--- config.mk ---
export PLATFORM = sky130hd
export DESIGN_NAME = first_fit_block_allocator
export DESIGN_NICKNAME = d
export VERILOG_FILES = /design/src/hw/rtl/ffba_pkg.sv /design/src/hw/rtl/ffba_datapath.sv /design/src/hw/rtl/ffba_ctrl.sv /design/src/hw/rtl/first_fit_block_allocator.sv
export VERILOG_INCLUDE_DIRS = /design/src /design/src/hw/rtl
export SDC_FILE = /design/constraint.sdc
export NUM_CORES = 2
export LEC_CHECK = 0
export BUFFER_PORTS_ARGS = -buffer_cell sky130_fd_sc_hd__buf_2
export CAP_MARGIN = 15
export CORE_MARGIN = 2
export CORE_UTILIZATION = 35
export DETAILED_ROUTE_END_ITERATION = 10
export PLACE_DENSITY = 0.53
export SLEW_MARGIN = 10
export SYNTH_ARGS = -nofsm -noshare
export SYNTH_HDL_FRONTEND = slang
export SYNTH_SLANG_ARGS = --single-unit
--- constraint.sdc ---
create_clock -name clk -period 9.5 [get_ports clk]
set_input_delay 1.9 -clock clk [delete_from_list [all_inputs] [get_ports clk]]
set_output_delay 1.9 -clock clk [all_outputs]
set_load 0.05 [all_outputs]
--- src/hw/rtl/first_fit_block_allocator_defines.svh ---
// Assertion macros shared by the first-fit block allocator RTL.
`ifndef FIRST_FIT_BLOCK_ALLOCATOR_DEFINES_SVH
`define FIRST_FIT_BLOCK_ALLOCATOR_DEFINES_SVH

`ifndef SYNTH

// Same-cycle implication, disabled while reset is asserted.
`define FFBA_ASSERT_NOW(label, clk, rst_n, cond, prop, msg) \
    label: assert property (@(posedge clk) disable iff (!rst_n) (cond) |-> (prop)) \
        else $error(msg);

// Next-cycle implication, disabled while reset is asserted.
`define FFBA_ASSERT_NEXT(label, clk, rst_n, cond, prop, msg) \
    label: assert property (@(posedge clk) disable iff (!rst_n) (cond) |=> (prop)) \
        else $error(msg);

`else

`define FFBA_ASSERT_NOW(label, clk, rst_n, cond, prop, msg)
`define FFBA_ASSERT_NEXT(label, clk, rst_n, cond, prop, msg)

`endif

`endif

--- src/hw/rtl/ffba_pkg.sv ---
// Package: sizes, codes and shared types of the first-fit block allocator.
`timescale 1ns / 1ps

package ffba_pkg;

    localparam int MAX_BLOCKS   = 64;
    localparam int HEADER_BYTES = 24;
    localparam int ALIGN_BYTES  = 8;   // power of two

    localparam int IDX_W  = $clog2(MAX_BLOCKS);
    localparam int CNT_W  = IDX_W + 1;
    localparam int ADDR_W = 32;
    localparam int SIZE_W = 24;
    localparam int RND_W  = SIZE_W + 1;   // rounded size, top bit flags overflow
    localparam int RHDR_W = RND_W + 1;    // rounded size plus header
    localparam int END_W  = ADDR_W + 1;   // new break, with carry
    localparam int STAT_W = 3;
    localparam int CFG_IDX_W = 1;

    localparam logic [RND_W-1:0] RND_ADD    = RND_W'(ALIGN_BYTES - 1);
    localparam logic [RND_W-1:0] ALIGN_MASK = ~RND_W'(ALIGN_BYTES - 1);
    localparam logic [ADDR_W-1:0] LIMIT_RESET = 32'd1048576;

    // configuration register indexes
    localparam logic [CFG_IDX_W-1:0] CFG_HEAP_BASE  = 1'b0;
    localparam logic [CFG_IDX_W-1:0] CFG_HEAP_LIMIT = 1'b1;

    // result status codes
    localparam logic [STAT_W-1:0] ST_REUSED   = 3'd0;
    localparam logic [STAT_W-1:0] ST_EXTENDED = 3'd1;
    localparam logic [STAT_W-1:0] ST_ZERO     = 3'd2;
    localparam logic [STAT_W-1:0] ST_NOSPACE  = 3'd3;
    localparam logic [STAT_W-1:0] ST_FREED    = 3'd4;
    localparam logic [STAT_W-1:0] ST_IGNORED  = 3'd5;

    // request kinds
    localparam logic KIND_ALLOC = 1'b0;
    localparam logic KIND_FREE  = 1'b1;

    typedef struct packed {
        logic              kind;
        logic [SIZE_W-1:0] request_bytes;
        logic [ADDR_W-1:0] release_address;
    } ffba_req_t;

    typedef struct packed {
        logic [ADDR_W-1:0] result_address;
        logic [STAT_W-1:0] status;
    } ffba_rsp_t;

    typedef struct packed {
        logic [ADDR_W-1:0] offset;
        logic [SIZE_W-1:0] size;
        logic              avail;
    } ffba_entry_t;

    // controller -> datapath
    typedef struct packed {
        logic              load;          // capture request, restart scan
        logic              scan_run;      // advance the table scan
        logic              commit_hit;    // update matched entry, answer
        logic              commit_append; // append block at break, answer
        logic              finish;        // answer with null address and code
        logic [STAT_W-1:0] code;
    } ffba_cmd_t;

    // datapath -> controller
    typedef struct packed {
        logic is_free;
        logic zero_size;
        logic too_wide;
        logic null_addr;
        logic hit;
        logic miss;
        logic append_ok;
    } ffba_stat_t;

endpackage

--- src/hw/rtl/ffba_datapath.sv ---
// Datapath: config registers, block table memory, scan pipeline and result register.
`timescale 1ns / 1ps

module ffba_datapath
    import ffba_pkg::*;
(
    input  logic                 clk,
    input  logic                 rst_n,
    input  logic                 cfg_we,
    input  logic [CFG_IDX_W-1:0] cfg_index,
    input  logic [ADDR_W-1:0]    cfg_data,
    input  ffba_req_t            req,
    input  ffba_cmd_t            cmd,
    output ffba_stat_t           stat,
    output logic                 done,
    output ffba_rsp_t            rsp
);

    ffba_entry_t mem [MAX_BLOCKS];

    logic [ADDR_W-1:0] base_reg;
    logic [ADDR_W-1:0] limit_reg;
    logic [CNT_W-1:0]  count_reg;
    logic [ADDR_W-1:0] break_reg;

    logic              kind_reg;
    logic [RND_W-1:0]  rounded_reg;
    logic [ADDR_W-1:0] addr_reg;
    logic [ADDR_W-1:0] base_hdr_reg;
    logic [ADDR_W-1:0] target_reg;
    logic [RHDR_W-1:0] rnd_hdr_reg;

    logic [CNT_W-1:0]  rd_ptr_reg;
    logic [IDX_W-1:0]  chk_idx_reg;
    logic              chk_valid_reg;
    ffba_entry_t       chk_reg;

    logic              done_reg;
    ffba_rsp_t         rsp_reg;

    logic [RND_W-1:0]  rounded_next;
    logic [END_W-1:0]  end_next;
    logic              hit;
    logic              rd_en;
    logic              wr_en;
    logic [IDX_W-1:0]  wr_idx;
    ffba_entry_t       wr_data;

    assign rounded_next = ({1'b0, req.request_bytes} + RND_ADD) & ALIGN_MASK;
    assign end_next     = {1'b0, break_reg} + END_W'(rnd_hdr_reg);

    assign hit = chk_valid_reg &&
                 ((kind_reg == KIND_FREE) ? (chk_reg.offset == target_reg)
                                          : (chk_reg.avail &&
                                             ({1'b0, chk_reg.size} >= rounded_reg)));

    assign rd_en = cmd.scan_run && !hit && (rd_ptr_reg < count_reg);

    assign stat.is_free   = (kind_reg == KIND_FREE);
    assign stat.zero_size = (rounded_reg == '0);
    assign stat.too_wide  = rounded_reg[RND_W-1];
    assign stat.null_addr = (addr_reg == '0);
    assign stat.hit       = hit;
    assign stat.miss      = !chk_valid_reg && (rd_ptr_reg >= count_reg);
    assign stat.append_ok = (count_reg < CNT_W'(MAX_BLOCKS)) &&
                            (end_next <= {1'b0, limit_reg});

    // table write: flag update on a hit, new entry on an append
    always_comb
    begin
        wr_en   = 1'b0;
        wr_idx  = chk_idx_reg;
        wr_data = chk_reg;
        if (cmd.commit_hit)
        begin
            wr_en         = 1'b1;
            wr_data.avail = (kind_reg == KIND_FREE);
        end
        else if (cmd.commit_append)
        begin
            wr_en          = 1'b1;
            wr_idx         = count_reg[IDX_W-1:0];
            wr_data.offset = break_reg;
            wr_data.size   = rounded_reg[SIZE_W-1:0];
            wr_data.avail  = 1'b0;
        end
    end

    always_ff @(posedge clk)
    begin
        if (wr_en)
        begin
            mem[wr_idx] <= wr_data;
        end
        if (rd_en)
        begin
            chk_reg <= mem[rd_ptr_reg[IDX_W-1:0]];
        end
    end

    // request capture and derived operands
    always_ff @(posedge clk)
    begin
        if (cmd.load)
        begin
            kind_reg    <= req.kind;
            rounded_reg <= rounded_next;
            addr_reg    <= req.release_address;
        end
        base_hdr_reg <= base_reg + ADDR_W'(HEADER_BYTES);
        // taken from base_reg directly so a base write on the accepting edge is seen
        target_reg   <= addr_reg - base_reg - ADDR_W'(HEADER_BYTES);
        rnd_hdr_reg  <= RHDR_W'(rounded_reg) + RHDR_W'(HEADER_BYTES);
        if (rd_en)
        begin
            chk_idx_reg <= rd_ptr_reg[IDX_W-1:0];
        end
    end

    always_ff @(posedge clk or negedge rst_n)
    begin
        if (!rst_n)
        begin
            base_reg      <= '0;
            limit_reg     <= LIMIT_RESET;
            count_reg     <= '0;
            break_reg     <= '0;
            rd_ptr_reg    <= '0;
            chk_valid_reg <= 1'b0;
            done_reg      <= 1'b0;
        end
        else
        begin
            if (cfg_we)
            begin
                case (cfg_index)
                    CFG_HEAP_BASE:  base_reg  <= cfg_data;
                    CFG_HEAP_LIMIT: limit_reg <= cfg_data;
                    default:        ;
                endcase
            end

            if (cmd.load)
            begin
                rd_ptr_reg    <= '0;
                chk_valid_reg <= 1'b0;
            end
            else if (cmd.scan_run && !hit)
            begin
                chk_valid_reg <= rd_en;
                if (rd_en)
                begin
                    rd_ptr_reg <= rd_ptr_reg + 1'b1;
                end
            end

            if (cmd.commit_append)
            begin
                count_reg <= count_reg + 1'b1;
                break_reg <= end_next[ADDR_W-1:0];
            end

            done_reg <= cmd.commit_hit || cmd.commit_append || cmd.finish;
        end
    end

    always_ff @(posedge clk)
    begin
        if (cmd.commit_hit)
        begin
            if (kind_reg == KIND_FREE)
            begin
                rsp_reg.result_address <= '0;
                rsp_reg.status         <= ST_FREED;
            end
            else
            begin
                rsp_reg.result_address <= base_hdr_reg + chk_reg.offset;
                rsp_reg.status         <= ST_REUSED;
            end
        end
        else if (cmd.commit_append)
        begin
            rsp_reg.result_address <= base_hdr_reg + break_reg;
            rsp_reg.status         <= ST_EXTENDED;
        end
        else if (cmd.finish)
        begin
            rsp_reg.result_address <= '0;
            rsp_reg.status         <= cmd.code;
        end
    end

    assign done = done_reg;
    assign rsp  = rsp_reg;

endmodule

--- src/hw/rtl/ffba_ctrl.sv ---
// Controller: sequences request decode, table scan and commit.
`timescale 1ns / 1ps

module ffba_ctrl
    import ffba_pkg::*;
(
    input  logic       clk,
    input  logic       rst_n,
    input  logic       start,
    input  ffba_stat_t stat,
    output ffba_cmd_t  cmd,
    output logic       busy
);

    typedef enum logic [1:0] {
        S_IDLE,
        S_DECODE,
        S_SCAN,
        S_APPEND
    } state_t;

    state_t state_reg;
    state_t state_next;

    always_comb
    begin
        state_next = state_reg;
        cmd        = '0;
        case (state_reg)
            S_IDLE:
            begin
                if (start)
                begin
                    cmd.load   = 1'b1;
                    state_next = S_DECODE;
                end
            end
            S_DECODE:
            begin
                state_next = S_IDLE;
                cmd.finish = 1'b1;
                if (stat.is_free)
                begin
                    cmd.code = ST_IGNORED;
                    if (!stat.null_addr)
                    begin
                        cmd.finish = 1'b0;
                        state_next = S_SCAN;
                    end
                end
                else if (stat.zero_size)
                begin
                    cmd.code = ST_ZERO;
                end
                else if (stat.too_wide)
                begin
                    cmd.code = ST_NOSPACE;
                end
                else
                begin
                    cmd.finish = 1'b0;
                    state_next = S_SCAN;
                end
            end
            S_SCAN:
            begin
                cmd.scan_run = 1'b1;
                if (stat.hit)
                begin
                    cmd.commit_hit = 1'b1;
                    state_next     = S_IDLE;
                end
                else if (stat.miss)
                begin
                    if (stat.is_free)
                    begin
                        cmd.finish = 1'b1;
                        cmd.code   = ST_IGNORED;
                        state_next = S_IDLE;
                    end
                    else
                    begin
                        state_next = S_APPEND;
                    end
                end
            end
            S_APPEND:
            begin
                state_next = S_IDLE;
                if (stat.append_ok)
                begin
                    cmd.commit_append = 1'b1;
                end
                else
                begin
                    cmd.finish = 1'b1;
                    cmd.code   = ST_NOSPACE;
                end
            end
            default:
            begin
                state_next = S_IDLE;
            end
        endcase
    end

    always_ff @(posedge clk or negedge rst_n)
    begin
        if (!rst_n)
        begin
            state_reg <= S_IDLE;
        end
        else
        begin
            state_reg <= state_next;
        end
    end

    assign busy = (state_reg != S_IDLE);

endmodule

--- src/hw/rtl/first_fit_block_allocator.sv ---
// Top level: first-fit block allocator over a 64-entry block table.
// For null/zero/oversize requests done follows the decode step; else it follows the scan
//   (one entry read per cycle until a hit or the end of the table) and the commit.
// Throughput: one request at a time; busy is high from acceptance until the result,
//   and the next transfer can be accepted in the cycle done is high.
// The result is shown for one cycle on done; the receiver cannot stall it.
// Reset (rst_n, async low) empties the table and break, and restores heap_base/heap_limit.
`timescale 1ns / 1ps
`include "first_fit_block_allocator_defines.svh"

module first_fit_block_allocator
    import ffba_pkg::*;
(
    input  logic                 clk,
    input  logic                 rst_n,
    // request side: transfer when start is high and busy is low
    input  logic                 start,
    output logic                 busy,
    input  ffba_req_t            req,
    // configuration write port
    input  logic                 cfg_we,
    input  logic [CFG_IDX_W-1:0] cfg_index,
    input  logic [ADDR_W-1:0]    cfg_data,
    // result side: one transfer per request, valid for the cycle done is high
    output logic                 done,
    output ffba_rsp_t            rsp
);

    ffba_cmd_t  cmd;
    ffba_stat_t stat;

    // Controller walks DECODE -> SCAN -> APPEND; the datapath owns the config,
    // request and result registers, the table memory and the pipelined scan compare.
    ffba_ctrl u_ctrl (
        .clk   (clk),
        .rst_n (rst_n),
        .start (start),
        .stat  (stat),
        .cmd   (cmd),
        .busy  (busy)
    );

    ffba_datapath u_datapath (
        .clk       (clk),
        .rst_n     (rst_n),
        .cfg_we    (cfg_we),
        .cfg_index (cfg_index),
        .cfg_data  (cfg_data),
        .req       (req),
        .cmd       (cmd),
        .stat      (stat),
        .done      (done),
        .rsp       (rsp)
    );

    // an accepted request keeps the block busy until its result
    `FFBA_ASSERT_NEXT(a_accept_busy, clk, rst_n, start && !busy, busy, "accept did not set busy")
    // the result strobe comes only once the controller is back at rest
    `FFBA_ASSERT_NOW(a_done_idle, clk, rst_n, done, !busy, "done while still busy")
    // free results never carry an address
    `FFBA_ASSERT_NOW(a_free_null, clk, rst_n, done && (rsp.status == ST_FREED || rsp.status == ST_IGNORED), rsp.result_address == '0, "free result with address")
    // an append is issued only when the table and limit allow it
    `FFBA_ASSERT_NOW(a_append_ok, clk, rst_n, cmd.commit_append, stat.append_ok, "append past limit or full table")

endmodule
==> flow_metrics.tcl <==
set metrics [dict create \
    ys_types 86 \
    hpwl_um 273200 \
    peakVddDrop_mv 0.1894 \
    io_pins 131 \
    drive_above_1_share_pct 29.27 \
    cts_setup_buffers 0 \
    port-buffer-count 130 \
    slowest_delay_ns 0.98 \
    synth_cells 7316 \
    synth_ff_type "edfxtp_1" \
    critical_path.slowest_cell "nor2_4" \
    fp-row-count 247 \
    nets 8123 \
    critPathKind "reg -> reg" \
    clock_latency_ns 0.99 \
    initialDrtViolationCount 9541 \
    track_usage_pct 19.59 \
    gp_congestion 0.8520 \
    timing.max_cap.violations 0 \
    clock_sinks 3999 \
    cp-start-kind "register" \
    grt_pass1_wl_um 638200 \
    p_per_area_nw_per_um2 278.7 \
    cts_max_level 5 \
    min_path_type "reg -> reg" \
    routed_wl_um 460400 \
    wl_met1_um 197200 \
    postCtsResizedCells 0 \
    postSynthNetCount 7618 \
    clk_path_buf_depth 4 \
    final_antenna_net_count 0 \
    finalCritPeriodShare_pct 83.35 \
    path_cells "ha_1 -> inv_1 -> fa_1 -> nor2b_1 -> o31a_1 -> o41a_1 -> nand4_1 -> a311oi_1 -> o31a_1 -> a221oi_2 -> nor2_1 -> xor2_1 -> ha_1 -> a2111oi_0 -> o21ai_0 -> a221o_1 -> a211o_1 -> a21boi_4 -> nand2_8 -> mux2i_2 -> nor2_4 -> buf_4" \
    synthTopCellsByCount "3801 x edfxtp_1, 1197 x mux4_2, 251 x nand2_1" \
    cts_tree "built" \
    grt_pass1_vias 79600 \
    hold_viol 0 \
    worst_clock_skew_ns 0.07894 \
    yosysTopAreaCell "edfxtp_1" \
    wl_met2_um 221000 \
    grt-ovfl-total 0 \
    synth-seq-cells 3999 \
    tightestPinTransition_ns 1.168 \
    timing.final.ws_setup_ns 1.582 \
    area_delta_synth_final_pct 14.89 \
    yosysWarnings 0 \
    setup_viol 0 \
    synth_top_area_share_pct 71.72 \
    route.met3.wl_um 32150 \
    netlist_area_um2 159100 \
    vias 78940 \
    setup-tns-final_ns 0 \
    leakagePower_nw 57.24 \
    pre_cts_ws_ns 1.636 \
    worst_setup_path_end_kind "register" \
    core_um2 452800 \
    start_util_pct 35.15 \
    root_buffer "clkbuf_16" \
    die_x_um 678.3 \
    antenna_found_initial 40 \
    final_cell_area_um2 182800 \
    period_minus_slack_ns 7.918 \
    drc 0 \
    largest_reg_flops 3648 \
    grt_max_degree 127 \
    dieArea_um2 460100 \
    postCtsHoldBufs 0 \
    rsz0062_at_grt "no" \
    die_h_um 678.3 \
    finalPower_mw 50.96 \
    post-synth-top-count-cell "edfxtp_1" \
    slew_headroom_pct 20.60 \
    viasPerCell 5.577 \
    report.final.slew_viol_count 0 \
    synth_edf_count 3801 \
    top_layer "met5" \
    fmax_ghz 0.1263 \
    wl_per_cell_um 32.52 \
    cp.arrival_ns 8.52 \
    crit_fanout 47 \
    worstPathRequired_ns 10.10 \
    yosysSeqAreaShare_pct 74.56 \
    syn-mean-instance-area_um2 21.75 \
    synth_area_leaders "edfxtp_1 72%, mux4_2 17%, dfrtp_1 1.7%" \
    cts.clk_slew.worst_paths_ns 0.07 \
    async_flop_share_pct 2.776 \
    r2r_slack_ns 1.58 \
    status "finished, final reports clean" \
    numCtsBuffers 414 \
    post_dp_cell_area_um2 169400 \
    drt-pass1-iter-count 5 \
]
-- layout by cell type, fill, tap and decap left out, types with 41 or more instances in the layout --
cell	synthesis	layout
buf_2	61	129
nor2_4	0	60
xor2_1	66	66
nand3_1	53	53
a21o_1	51	51
a21oi_1	106	102
mux4_2	1197	1197
xnor2_1	146	143
buf_4	5	224
clkinv_1	1	106
clkinv_2	0	73
buf_12	0	41
ha_1	204	204
clkbuf_1	197	71
dfxtp_1	87	87
nand2_1	251	242
clkbuf_16	0	426
nor2_1	152	92
inv_1	188	186
edfxtp_1	3801	3801
dfrtp_1	110	105
mux2_2	65	65
o21ai_0	105	81
-- path summary, 6_finish.rpt --
path                                                startpoint                                    to  cells past startpoint
max                        u_datapath.break_reg[3]$_DFFE_PN0P_       u_datapath.mem[4][20]$_DFFE_PP_                     22
min                         u_datapath.base_reg[1]$_DFFE_PN0P_    u_datapath.base_hdr_reg[1]$_DFF_P_                      0
max reg2reg                u_datapath.break_reg[3]$_DFFE_PN0P_       u_datapath.mem[4][20]$_DFFE_PP_                     22
min reg2reg                 u_datapath.base_reg[1]$_DFFE_PN0P_    u_datapath.base_hdr_reg[1]$_DFF_P_                      0
max in group asynchronous                                rst_n  u_datapath.limit_reg[21]$_DFFE_PN0P_                      2
min in group asynchronous                                rst_n   u_datapath.base_reg[30]$_DFFE_PN0P_                      1
-- per-stage QoR --
| stage | std cells | hold WS [ns] | util (%) |
|---|---|---|---|
| 2_1_floorplan | 7316 | 0.3472 | - |
| 3_3_place_gp | 13370 | 0.3886 | 37.40 |
| 3_5_place_dp | 13380 | 0.3736 | 37.41 |
| 4_1_cts | 14140 | 0.4020 | 40.36 |
| 5_1_grt | 14140 | 0.4094 | 40.38 |
| 6_report | 14160 | 0.4043 | 40.38 |
-- layout make-up --
class,instances,area (µm²)
clock inverter,259,2344
tap,5976,7477
inverter,189,716.9
multi-input combinational,2819,39340
antenna,13,32.53
timing repair buffer,398,3246
fill,39420,269900
sequential,3999,118700
clock buffer,502,11000
-- metal layers --
layer,global-route usage (%),vias to the layer above
li1,-,31760
met1,28.03,43300
met2,31.90,3328
met4,4.213,8
met3,2.895,541
met5,0,-
-- report_power, final --
| part | total, mW | switching, mW | internal (mW) |
|---|---|---|---|
| Combinational | 12.1 | 7.84 | 4.27 |
| Sequential | 22.8 | 0.594 | 22.2 |
| Clock | 16.1 | 6.88 | 9.19 |
-- worst max-delay path, delay by kind of cell, from the launching register on --
kind | cells | cell delay (ns)
adder cells (fa/ha/maj) | 3 | 0.68
AND/OR/NAND/NOR | 5 | 1.71
AO/OA/AOI/OAI | 10 | 3.16
XOR/XNOR | 1 | 0.17
multiplexers | 1 | 0.53
flip-flops | 1 | 0.43
buffers and inverters | 2 | 0.70
-- cells by family (layout without fill, tap and decap cells) --
logic type	Yosys count	after routing	share of synthesized area [%]
AND/OR/NAND/NOR	655	655	1.944
buffers and inverters	498	1348	1.249
XOR/XNOR	212	212	1.167
AO/OA/AOI/OAI	480	480	2.010
flip-flops	3999	3999	74.56
other	0	13	0
multiplexers	1264	1264	17.41
adder cells (fa/ha/maj)	208	208	1.654
(Power assumes the default switching activity.)
